**config.mk**
```make
export PLATFORM = sky130hd
export DESIGN_NAME = pwm_led_channel_mixer_unit_flat
export DESIGN_NICKNAME = d
export VERILOG_FILES = /design/src/hw/rtl/pwmlm_pkg.sv /design/src/hw/rtl/pwmlm_if.sv /design/src/hw/rtl/pwmlm_lane.sv /design/src/hw/rtl/pwm_led_channel_mixer_unit.sv /design/src/flat_wrapper.sv
export SDC_FILE = /design/constraint.sdc
export NUM_CORES = 1
export LEC_CHECK = 0
export BUFFER_PORTS_ARGS = -buffer_cell sky130_fd_sc_hd__buf_2
export CORE_ASPECT_RATIO = 0.7
export CORE_MARGIN = 2
export CORE_UTILIZATION = 35
export CTS_BUF_LIST = sky130_fd_sc_hd__clkbuf_16
export DETAILED_ROUTE_END_ITERATION = 12
export PLACE_DENSITY = 0.56
export SYNTH_ARGS = -nofsm -noshare
export SYNTH_HDL_FRONTEND = slang
export SYNTH_SLANG_ARGS = --single-unit
```
**constraint.sdc**
```tcl
create_clock -name clk -period 5.17 [get_ports clk]
set_input_delay 1.034 -clock clk [delete_from_list [all_inputs] [get_ports clk]]
set_output_delay 1.034 -clock clk [all_outputs]
set_load 0.02 [all_outputs]
```
**src/hw/rtl/pwmlm_pkg.sv**
```systemverilog
package pwmlm_pkg;

    localparam logic [7:0] FULL_LEVEL = 8'd255;

    // Auto-white mode codes, shared by the strip and the global setting.
    localparam logic [2:0] WM_MANUAL   = 3'd0;
    localparam logic [2:0] WM_BRIGHTER = 3'd1;
    localparam logic [2:0] WM_ACCURATE = 3'd2;
    localparam logic [2:0] WM_DUAL     = 3'd3;
    localparam logic [2:0] WM_MAX      = 3'd4;
    localparam logic [2:0] WM_OFF      = 3'd5;

    // Configuration register indexes.
    localparam logic [2:0] REG_STRIP_WHITE_MODE  = 3'd0;
    localparam logic [2:0] REG_GLOBAL_WHITE_MODE = 3'd1;
    localparam logic [2:0] REG_CCT_LEVEL         = 3'd2;
    localparam logic [2:0] REG_CCT_BLEND         = 3'd3;
    localparam logic [2:0] REG_CHANNEL_COUNT     = 3'd4;
    localparam logic [2:0] REG_BRIGHTNESS        = 3'd5;
    localparam logic [2:0] REG_INVERT_OUTPUT     = 3'd6;

    localparam logic MODE_SET  = 1'b0;
    localparam logic MODE_SHOW = 1'b1;

    typedef enum logic {
        OP_MUL,
        OP_DIV
    } lane_op_t;

    typedef struct packed {
        logic     start;
        lane_op_t op;
    } lane_cmd_t;

    // Exact x / 255 for any x up to 255 * 255.
    function automatic logic [7:0] div255(input logic [15:0] x);
        logic [16:0] s;
        s = {1'b0, x} + {9'd0, x[15:8]} + 17'd1;
        return s[15:8];
    endfunction

endpackage

```
**src/hw/rtl/pwmlm_if.sv**
```systemverilog
interface pwmlm_in_if;
    logic        valid;
    logic        ready;
    logic        mode;
    logic [15:0] pixel_index;
    logic [31:0] color_rgbw;

    modport source (output valid, output mode, output pixel_index, output color_rgbw,
                    input ready);
    modport sink (input valid, input mode, input pixel_index, input color_rgbw,
                  output ready);
endinterface

interface pwmlm_out_if;
    logic        valid;
    logic        ready;
    logic [7:0]  duty_a;
    logic [7:0]  duty_b;
    logic [7:0]  duty_c;
    logic [7:0]  duty_d;
    logic [7:0]  duty_e;
    logic [31:0] stored_color;

    modport source (output valid, output duty_a, output duty_b, output duty_c,
                    output duty_d, output duty_e, output stored_color, input ready);
    modport sink (input valid, input duty_a, input duty_b, input duty_c,
                  input duty_d, input duty_e, input stored_color, output ready);
endinterface

interface pwmlm_cfg_if;
    logic       valid;
    logic       ready;
    logic [2:0] index;
    logic [7:0] data;

    modport source (output valid, output index, output data, input ready);
    modport sink (input valid, input index, input data, output ready);
endinterface

```
**src/hw/rtl/pwmlm_lane.sv**
```systemverilog
module pwmlm_lane import pwmlm_pkg::*;
(
    input  logic        clk,
    input  logic        rst_n,
    input  lane_cmd_t   cmd,
    input  logic [15:0] a,
    input  logic [7:0]  b,
    output logic        busy,
    output logic [15:0] result
);

    logic           busy_reg;
    logic [3:0]     cnt_reg;
    lane_op_t       op_reg;
    logic [7:0]     opnd_reg;
    logic [7:0]     rem_reg;
    logic [15:0]    q_reg;
    logic [7:0]     rem_next;
    logic [15:0]    q_next;
    logic [8:0]     trial;
    logic           ge;
    logic [8:0]     sum;

    // Division: restoring, one quotient bit per cycle, dividend shifted out of
    // the top of q_reg while quotient bits enter at the bottom.
    // Multiplication: shift-add, one multiplier bit per cycle from the bottom.
    always_comb
    begin
        trial = {rem_reg, q_reg[15]};
        ge    = trial >= {1'b0, opnd_reg};
        sum   = {1'b0, rem_reg} + (q_reg[0] ? {1'b0, opnd_reg} : 9'd0);
        unique case (op_reg)
            OP_DIV:
            begin
                rem_next = ge ? 8'(trial - {1'b0, opnd_reg}) : trial[7:0];
                q_next   = {q_reg[14:0], ge};
            end
            OP_MUL:
            begin
                rem_next = sum[8:1];
                q_next   = {q_reg[15:8], sum[0], q_reg[7:1]};
            end
        endcase
    end

    always_ff @(posedge clk or negedge rst_n)
    begin
        if (!rst_n)
        begin
            busy_reg <= 1'b0;
            cnt_reg  <= 4'd0;
            op_reg   <= OP_MUL;
        end
        else if (cmd.start)
        begin
            busy_reg <= 1'b1;
            op_reg   <= cmd.op;
            cnt_reg  <= (cmd.op == OP_DIV) ? 4'd15 : 4'd7;
        end
        else if (busy_reg)
        begin
            cnt_reg <= cnt_reg - 4'd1;
            if (cnt_reg == 4'd0)
            begin
                busy_reg <= 1'b0;
            end
        end
    end

    always_ff @(posedge clk)
    begin
        if (cmd.start)
        begin
            opnd_reg <= (cmd.op == OP_DIV) ? b : a[7:0];
            rem_reg  <= 8'd0;
            q_reg    <= (cmd.op == OP_DIV) ? a : {8'd0, b};
        end
        else if (busy_reg)
        begin
            rem_reg <= rem_next;
            q_reg   <= q_next;
        end
    end

    assign busy   = busy_reg;
    assign result = (op_reg == OP_DIV) ? q_reg : {rem_reg, q_reg[7:0]};

    a_no_restart: assert property (@(posedge clk) disable iff (!rst_n)
        cmd.start |-> !busy_reg)
        else $error("lane started while still busy");

    a_full_length: assert property (@(posedge clk) disable iff (!rst_n)
        $fell(busy_reg) |-> $past(cnt_reg) == 4'd0)
        else $error("lane finished before its last step");

    a_rem_bound: assert property (@(posedge clk) disable iff (!rst_n)
        (busy_reg && op_reg == OP_DIV && !cmd.start && !$rose(busy_reg))
            |-> rem_reg < opnd_reg)
        else $error("division remainder not below divisor");

endmodule

```
**src/hw/rtl/pwm_led_channel_mixer_unit.sv**
```systemverilog
// PWM light channel mixer. A set item for pixel 0 derives white, splits it into
// warm and cold levels and stores the channel levels; the serial lanes do the
// work: a restoring division by the blend denominator at one quotient bit per
// cycle, followed by a shift-add scaling of white at one multiplier bit per
// cycle. A set item for another pixel, or for an unsupported light type, is
// taken and changes nothing. A show item runs the 8-step brightness multiply in
// one lane per channel; a new item is taken only while the mixer is idle, and a
// show result waits until the output register is free, then is held there until
// taken, so a further show item can be taken but cannot finish before that.
module pwm_led_channel_mixer_unit import pwmlm_pkg::*;
#(
    parameter int MAX_CHANNELS = 5
)
(
    input  logic  clk,
    input  logic  rst_n,
    pwmlm_cfg_if.sink  cfg,
    pwmlm_in_if.sink   pixel,
    pwmlm_out_if.source result
);

    localparam int NUM_LANES = (MAX_CHANNELS < 2) ? 2 : MAX_CHANNELS;

    localparam logic [1:0] S_IDLE = 2'd0;
    localparam logic [1:0] S_DIV  = 2'd1;
    localparam logic [1:0] S_WMUL = 2'd2;
    localparam logic [1:0] S_SHOW = 2'd3;

    logic [2:0] strip_white_mode_reg;
    logic [2:0] global_white_mode_reg;
    logic [7:0] cct_level_reg;
    logic [6:0] cct_blend_reg;
    logic [2:0] channel_count_reg;
    logic [7:0] brightness_reg;
    logic       invert_output_reg;

    logic [1:0] state_reg;
    logic [1:0] state_next;
    logic [7:0] level_reg [MAX_CHANNELS];
    logic [7:0] lvl_view [5];
    logic [7:0] r_reg, g_reg, b_reg, w_reg;
    logic       out_valid_reg;
    logic [7:0] duty_reg [5];
    logic [31:0] stored_color_reg;

    logic        in_fire;
    logic        out_free;
    logic        type_ok;
    logic [2:0]  active;
    logic [31:0] colour_mixed;
    logic [7:0]  den;
    logic [7:0]  warm_span;
    logic [15:0] ww_num, cw_num;
    logic [7:0]  ww_sel, cw_sel;
    logic [7:0]  ww_lvl, cw_lvl;
    logic        start_div, start_wmul, start_show;
    logic        lane_busy;
    logic        set_done, show_done;
    logic [NUM_LANES-1:0] busy_vec;
    logic [15:0] lane_res [NUM_LANES];
    logic [15:0] prod [5];
    logic [7:0]  new_level [5];
    logic [4:0]  level_we;
    logic [7:0]  duty_next [5];

    function automatic logic [31:0] auto_white(input logic [31:0] c, input logic [2:0] sm,
                                               input logic [2:0] gm);
        logic [2:0] m;
        logic [7:0] r, g, b, w, mn, mx;
        logic [31:0] res;
        m  = (gm < WM_OFF) ? gm : sm;
        w  = c[31:24];
        r  = c[23:16];
        g  = c[15:8];
        b  = c[7:0];
        mn = (r < g) ? ((r < b) ? r : b) : ((g < b) ? g : b);
        mx = (r > g) ? ((r > b) ? r : b) : ((g > b) ? g : b);
        if (m == WM_MANUAL || (w != 8'd0 && m == WM_DUAL))
        begin
            res = c;
        end
        else if (m == WM_MAX)
        begin
            res = {mx, r, g, b};
        end
        else if (m == WM_ACCURATE)
        begin
            res = {mn, r - mn, g - mn, b - mn};
        end
        else
        begin
            // Brighter, dual with no white, and the unused codes.
            res = {mn, r, g, b};
        end
        return res;
    endfunction

    assign in_fire  = pixel.valid && pixel.ready;
    assign out_free = !out_valid_reg || result.ready;
    assign type_ok  = (channel_count_reg >= 3'd1) && (channel_count_reg <= 3'd5)
                      && (channel_count_reg <= 3'(MAX_CHANNELS));
    assign active   = type_ok ? channel_count_reg : 3'd0;

    assign pixel.ready = (state_reg == S_IDLE);
    assign cfg.ready   = 1'b1;

    assign colour_mixed = (channel_count_reg == 3'd3) ? pixel.color_rgbw
        : auto_white(pixel.color_rgbw, strip_white_mode_reg, global_white_mode_reg);

    assign den       = FULL_LEVEL - {1'b0, cct_blend_reg};
    assign warm_span = FULL_LEVEL - cct_level_reg;
    assign ww_num    = {warm_span, 8'd0} - {8'd0, warm_span};
    assign cw_num    = {cct_level_reg, 8'd0} - {8'd0, cct_level_reg};
    assign ww_sel    = (cct_level_reg < {1'b0, cct_blend_reg}) ? FULL_LEVEL : lane_res[0][7:0];
    assign cw_sel    = (warm_span < {1'b0, cct_blend_reg}) ? FULL_LEVEL : lane_res[1][7:0];

    assign lane_busy  = busy_vec[0];
    assign start_div  = in_fire && pixel.mode == MODE_SET && pixel.pixel_index == 16'd0
                        && type_ok;
    assign start_wmul = (state_reg == S_DIV) && !lane_busy;
    assign start_show = in_fire && pixel.mode == MODE_SHOW;
    assign set_done   = (state_reg == S_WMUL) && !lane_busy;
    assign show_done  = (state_reg == S_SHOW) && !lane_busy && out_free;

    generate
        for (genvar i = 0; i < NUM_LANES; i++)
        begin : g_lane
            lane_cmd_t   cmd;
            logic [15:0] lane_a;
            logic [7:0]  lane_b;
            logic [7:0]  show_lvl;

            assign show_lvl = (i < 5) ? lvl_view[(i < 5) ? i : 0] : 8'd0;

            always_comb
            begin
                cmd.start = start_div || start_wmul || start_show;
                cmd.op    = start_div ? OP_DIV : OP_MUL;
                if (start_div)
                begin
                    lane_a = (i == 1) ? cw_num : ww_num;
                    lane_b = den;
                end
                else if (start_wmul)
                begin
                    lane_a = {8'd0, w_reg};
                    lane_b = (i == 1) ? cw_sel : ww_sel;
                end
                else
                begin
                    lane_a = {8'd0, show_lvl};
                    lane_b = brightness_reg;
                end
            end

            pwmlm_lane u_lane (
                .clk    (clk),
                .rst_n  (rst_n),
                .cmd    (cmd),
                .a      (lane_a),
                .b      (lane_b),
                .busy   (busy_vec[i]),
                .result (lane_res[i])
            );
        end

        for (genvar i = 0; i < 5; i++)
        begin : g_view
            if (i < MAX_CHANNELS)
            begin : g_have
                assign lvl_view[i] = level_reg[i];
            end
            else
            begin : g_none
                assign lvl_view[i] = 8'd0;
            end
            if (i < NUM_LANES)
            begin : g_prod
                assign prod[i] = lane_res[i];
            end
            else
            begin : g_noprod
                assign prod[i] = 16'd0;
            end
        end
    endgenerate

    assign ww_lvl = div255(lane_res[0]);
    assign cw_lvl = div255(lane_res[1]);

    always_comb
    begin
        new_level[0] = r_reg;
        new_level[1] = g_reg;
        new_level[2] = b_reg;
        new_level[3] = w_reg;
        new_level[4] = cw_lvl;
        level_we     = 5'b00000;
        unique case (channel_count_reg)
            3'd1:
            begin
                new_level[0] = w_reg;
                level_we     = 5'b00001;
            end
            3'd2:
            begin
                new_level[0] = ww_lvl;
                new_level[1] = cw_lvl;
                level_we     = 5'b00011;
            end
            3'd3:
            begin
                level_we = 5'b00111;
            end
            3'd4:
            begin
                level_we = 5'b01111;
            end
            3'd5:
            begin
                new_level[3] = ww_lvl;
                level_we     = 5'b11111;
            end
            default:
            begin
                level_we = 5'b00000;
            end
        endcase
    end

    always_comb
    begin
        for (int i = 0; i < 5; i++)
        begin
            logic [7:0] q;
            q = div255(prod[i]);
            if (3'(i) < active)
            begin
                duty_next[i] = invert_output_reg ? FULL_LEVEL - q : q;
            end
            else
            begin
                duty_next[i] = 8'd0;
            end
        end
    end

    always_comb
    begin
        state_next = state_reg;
        unique case (state_reg)
            S_IDLE:
            begin
                if (start_div)
                begin
                    state_next = S_DIV;
                end
                else if (start_show)
                begin
                    state_next = S_SHOW;
                end
            end
            S_DIV:
            begin
                if (start_wmul)
                begin
                    state_next = S_WMUL;
                end
            end
            S_WMUL:
            begin
                if (set_done)
                begin
                    state_next = S_IDLE;
                end
            end
            S_SHOW:
            begin
                if (show_done)
                begin
                    state_next = S_IDLE;
                end
            end
        endcase
    end

    always_ff @(posedge clk or negedge rst_n)
    begin
        if (!rst_n)
        begin
            strip_white_mode_reg  <= WM_MANUAL;
            global_white_mode_reg <= WM_OFF;
            cct_level_reg         <= 8'd0;
            cct_blend_reg         <= 7'd0;
            channel_count_reg     <= 3'd3;
            brightness_reg        <= FULL_LEVEL;
            invert_output_reg     <= 1'b0;
        end
        else if (cfg.valid)
        begin
            unique case (cfg.index)
                REG_STRIP_WHITE_MODE:  strip_white_mode_reg  <= cfg.data[2:0];
                REG_GLOBAL_WHITE_MODE: global_white_mode_reg <= cfg.data[2:0];
                REG_CCT_LEVEL:         cct_level_reg         <= cfg.data;
                REG_CCT_BLEND:         cct_blend_reg         <= cfg.data[6:0];
                REG_CHANNEL_COUNT:     channel_count_reg     <= cfg.data[2:0];
                REG_BRIGHTNESS:        brightness_reg        <= cfg.data;
                REG_INVERT_OUTPUT:     invert_output_reg     <= cfg.data[0];
                default:
                begin
                end
            endcase
        end
    end

    always_ff @(posedge clk or negedge rst_n)
    begin
        if (!rst_n)
        begin
            state_reg     <= S_IDLE;
            out_valid_reg <= 1'b0;
            for (int i = 0; i < MAX_CHANNELS; i++)
            begin
                level_reg[i] <= 8'd0;
            end
        end
        else
        begin
            state_reg <= state_next;
            if (show_done)
            begin
                out_valid_reg <= 1'b1;
            end
            else if (result.ready)
            begin
                out_valid_reg <= 1'b0;
            end
            if (set_done)
            begin
                for (int i = 0; i < MAX_CHANNELS; i++)
                begin
                    if (level_we[i])
                    begin
                        level_reg[i] <= new_level[i];
                    end
                end
            end
        end
    end

    always_ff @(posedge clk)
    begin
        if (start_div)
        begin
            w_reg <= colour_mixed[31:24];
            r_reg <= colour_mixed[23:16];
            g_reg <= colour_mixed[15:8];
            b_reg <= colour_mixed[7:0];
        end
        if (show_done)
        begin
            for (int i = 0; i < 5; i++)
            begin
                duty_reg[i] <= duty_next[i];
            end
            stored_color_reg <= {lvl_view[3], lvl_view[0], lvl_view[1], lvl_view[2]};
        end
    end

    assign result.valid        = out_valid_reg;
    assign result.duty_a       = duty_reg[0];
    assign result.duty_b       = duty_reg[1];
    assign result.duty_c       = duty_reg[2];
    assign result.duty_d       = duty_reg[3];
    assign result.duty_e       = duty_reg[4];
    assign result.stored_color = stored_color_reg;

    a_lanes_in_step: assert property (@(posedge clk) disable iff (!rst_n)
        busy_vec == {NUM_LANES{busy_vec[0]}})
        else $error("lanes out of step");

    a_result_from_show: assert property (@(posedge clk) disable iff (!rst_n)
        $rose(out_valid_reg) |-> $past(state_reg) == S_SHOW)
        else $error("result raised outside a show");

    a_no_overwrite: assert property (@(posedge clk) disable iff (!rst_n)
        show_done |-> (!out_valid_reg || result.ready))
        else $error("pending result overwritten");

    a_busy_outside_idle: assert property (@(posedge clk) disable iff (!rst_n)
        lane_busy |-> state_reg != S_IDLE)
        else $error("lanes busy while idle");

endmodule
```
**src/flat_wrapper.sv**
```systemverilog
// flat-port wrapper written by rule: the top's interface ports become plain ports
module pwm_led_channel_mixer_unit_flat import pwmlm_pkg::*;
#(
    parameter int MAX_CHANNELS = 5
)
  (clk, rst_n, cfg_valid, cfg_index, cfg_data, cfg_ready, pixel_valid, pixel_mode, pixel_pixel_index, pixel_color_rgbw, pixel_ready, result_valid, result_duty_a, result_duty_b, result_duty_c, result_duty_d, result_duty_e, result_stored_color, result_ready);
  pwmlm_cfg_if cfg_i ();
  pwmlm_in_if pixel_i ();
  pwmlm_out_if result_i ();
  input  logic clk;
  input  logic rst_n;
  input wire logic [$bits(cfg_i.valid)-1:0] cfg_valid;
  input wire logic [$bits(cfg_i.index)-1:0] cfg_index;
  input wire logic [$bits(cfg_i.data)-1:0] cfg_data;
  output wire logic [$bits(cfg_i.ready)-1:0] cfg_ready;
  input wire logic [$bits(pixel_i.valid)-1:0] pixel_valid;
  input wire logic [$bits(pixel_i.mode)-1:0] pixel_mode;
  input wire logic [$bits(pixel_i.pixel_index)-1:0] pixel_pixel_index;
  input wire logic [$bits(pixel_i.color_rgbw)-1:0] pixel_color_rgbw;
  output wire logic [$bits(pixel_i.ready)-1:0] pixel_ready;
  output wire logic [$bits(result_i.valid)-1:0] result_valid;
  output wire logic [$bits(result_i.duty_a)-1:0] result_duty_a;
  output wire logic [$bits(result_i.duty_b)-1:0] result_duty_b;
  output wire logic [$bits(result_i.duty_c)-1:0] result_duty_c;
  output wire logic [$bits(result_i.duty_d)-1:0] result_duty_d;
  output wire logic [$bits(result_i.duty_e)-1:0] result_duty_e;
  output wire logic [$bits(result_i.stored_color)-1:0] result_stored_color;
  input wire logic [$bits(result_i.ready)-1:0] result_ready;
  assign cfg_i.valid = cfg_valid;
  assign cfg_i.index = cfg_index;
  assign cfg_i.data = cfg_data;
  assign cfg_ready = cfg_i.ready;
  assign pixel_i.valid = pixel_valid;
  assign pixel_i.mode = pixel_mode;
  assign pixel_i.pixel_index = pixel_pixel_index;
  assign pixel_i.color_rgbw = pixel_color_rgbw;
  assign pixel_ready = pixel_i.ready;
  assign result_valid = result_i.valid;
  assign result_duty_a = result_i.duty_a;
  assign result_duty_b = result_i.duty_b;
  assign result_duty_c = result_i.duty_c;
  assign result_duty_d = result_i.duty_d;
  assign result_duty_e = result_i.duty_e;
  assign result_stored_color = result_i.stored_color;
  assign result_i.ready = result_ready;
  pwm_led_channel_mixer_unit #(.MAX_CHANNELS(MAX_CHANNELS)) u_core (.clk(clk), .rst_n(rst_n), .cfg(cfg_i), .pixel(pixel_i), .result(result_i));
endmodule
```
==> metrics.txt <==
DPL Wire Length 59920 um; layout cell share with drive strength beyond 1 0.1542; Via density 5.493; LEAKAGE 11.66 nW; top post-synthesis cells by area edfxtp_1, dfrtp_1, ha_1, mux2i_1, a21oi_1; Max clock buf depth 3; Largest register FFs 80; DR vias 19884; drt pass-1 iters 6; DR DRC count 0; core area 67870 um2; Final ANT Viol Nets 0; complex-gate fraction of the synthesized area 0.1638; Synth Area in Adders 0.1028; grt ovf 0; pin count of the biggest net entering global routing 73; Final Total Pwr 15.97 mW; setup tns final 0 ns; Post-synth EDFFs 224; die span in x 316.2 um; post-CTS setup buffers 0; # fillers 6706; Layout area overhead 15.44%; Synth area leader edfxtp_1; WP data required 5.50 ns; CTS clk-pin slew, worst paths 0.06 ns; syn avg cell area 9.523 um2; fraction of registers with async set/reset 0.2787; top cell type's share of synthesized area 0.2816; Ys Warns 0; Hold Violations, Final 0; CTS Buf Count 42; RePlAce Congestion 0.9442; Ports 140; fmax 202.0 MHz; Post-Synth XOR/XNOR Area 0.05930; DP Worst Slack -0.2967 ns; post-DR wirelength/cell 21.67 um; top fanout value on the critical path 5; outcome finished, final reports clean; Initial Utilization 0.3519; post-synthesis mux area share 0.07140; critical path startpoint category input port; Slew Limit Fails 0; Slew @ Worst Pin 1.133 ns; cells after synthesis 2508; IO Port Bufs 138; Worst setup EP type register; initial antenna violation count 4; antenna fix cells 0; Max Clock Skew 0.01615 ns; CTS sink cnt 366; VDD IR-drop max 0.2614 mV; post-synth net total 2750; Synth Flop Type edfxtp_1; DIE AREA 70380 um2; post-synthesis sequential area ratio 0.4227; setup ws final 0.2195 ns; Final setup viols 0; CTS root buf clkbuf_16; PD cells 579.3 nW/um2; Final period util 0.9575; FF+latch count, synth 366; routed wire length 78440 um; Cell variety after synth 71; CTS tree done; MaxCap Viol Count 0; final core utilization 0.4063; # hold bufs at CTS 0; Post-synth top cells nand2_1, edfxtp_1, a21oi_1, nor2_1, o21ai_0; H-tree levels 2; post-cts sizing count 0; first-pass GRT wire length 118900 um; arrival time worst endpoint 5.28 ns; GRT Total Usage 0.2213; Hold Crit Class reg2reg; row cnt 80; main combinational cell family by area after synthesis compound AO/OA/AOI/OAI gates; kind of critical path in2reg; count leader, synth nand2_1; Synth Area in Simple Gates 0.1355; vias in the first global route 19159; worst skew pair latency 0.58 ns; Final #Nets 2926; Die Y 222.6 um; synthesized area 23880 um2; Final min period 4.950 ns; DR iter-0 viols 1929; RSZ-0062 raised after global routing no; normalized max-slew margin 0.2421
==> cells by family (layout without fill, tap and decap cells) <==
family	after synthesis	after routing
compound gates	648	648
xor+xnor	157	157
fa+ha+maj	192	192
buf+inv	280	490
flops	366	366
mux	164	164
other cells	1	1
simple gates	700	700
==> layout make-up <==
cell class | instances | area (um2) | area share
inverter | 168 | 641.9 | 0.02328
multi-input combinational | 1862 | 12820 | 0.4651
clock inverter | 32 | 214.0 | 0.007760
tap | 902 | 1129 | 0.04093
sequential | 366 | 10100 | 0.3663
clock buffer | 46 | 1151 | 0.04175
timing repair buffer | 244 | 1514 | 0.05491
==> critical path, cell delays in order <==
cell and delay (ns):
buf_2 0.09, inv_1 0.05, ha_1 0.31, nand4_1 0.20
a31oi_1 0.09, or3_4 0.41, or3_4 0.42, buf_4 0.16
a311oi_4 0.46, xnor2_1 0.15, ha_2 0.20, o21bai_4 0.17
maj3_2 0.34, maj3_2 0.34, maj3_2 0.32, maj3_2 0.31
xnor2_1 0.15, o21ai_1 0.07
==> layout by cell type, fill, tap and decap left out, types with 21 or more instances in the layout <==
| cell type | instances |
|---|---|
| buf_2 | 137 |
| and2_1 | 31 |
| xor2_1 | 40 |
| nor3_1 | 47 |
| xnor2_1 | 114 |
| nor2_1 | 201 |
| nand2_1 | 229 |
| nand3_1 | 36 |
| mux2_2 | 51 |
| ha_1 | 161 |
| dfxtp_1 | 40 |
| nand4_1 | 24 |
| inv_1 | 169 |
| nor2b_1 | 38 |
| dfrtp_1 | 88 |
| edfxtp_1 | 224 |
| clkbuf_16 | 46 |
| o21ai_0 | 169 |
| a21o_1 | 30 |
| o21a_1 | 45 |
| o221ai_1 | 21 |
| a21oi_1 | 209 |
| mux2i_1 | 113 |
| nand2b_1 | 30 |
| buf_4 | 105 |
| a31oi_1 | 27 |
==> metrics by stage <==
stage          cell area (um2)  cells  hold WS [ns]
2_1_floorplan            23980   2508        0.4426
3_3_place_gp             26210   3542        0.4604
3_5_place_dp             26210   3542        0.4682
4_1_cts                  27570   3620        0.4828
5_1_grt                  27570   3620        0.4895
6_report                 27570   3620        0.4790
==> where the power goes <==
group	leakage, nW	total (mW)	switching, mW	internal (mW)
registers	3.66	5.43	1.16	4.27
clock network	0.691	3.01	1.30	1.71
logic	7.31	7.53	4.36	3.18
==> final timing paths <==
| kind | to | from | slack, ns | cells past startpoint |
|---|---|---|---|---|
| min reg2reg | u_core.g_lane[2].show_lvl[5] | u_core.b_reg[5] | 0.48 | 1 |
| max | u_core.r_reg[6] | pixel_color_rgbw[13] | 0.22 | 18 |
| min | u_core.g_lane[2].show_lvl[5] | u_core.b_reg[5] | 0.48 | 1 |
| max reg2reg | u_core.g_lane[0].show_lvl[7] | u_core.g_lane[0].u_lane.op_reg | 0.68 | 13 |
| max in group asynchronous | u_core.brightness_reg[3] | rst_n | 3.59 | 2 |
| min in group asynchronous | u_core.g_lane[1].u_lane.cnt_reg[3] | rst_n | 0.56 | 1 |
==> per-layer routing <==
| layer | up-vias | routed length [um] | track usage |
|---|---|---|---|
| met3 | 89 | 6469 | 0.04555 |
| met5 | - | 13 | 0 |
| met2 | 736 | 31590 | 0.3041 |
| met1 | 9722 | 38990 | 0.3500 |
| li1 | 9335 | - | - |
| met4 | 2 | 1378 | 0.04763 |
Power figures use the tool's default switching activity.
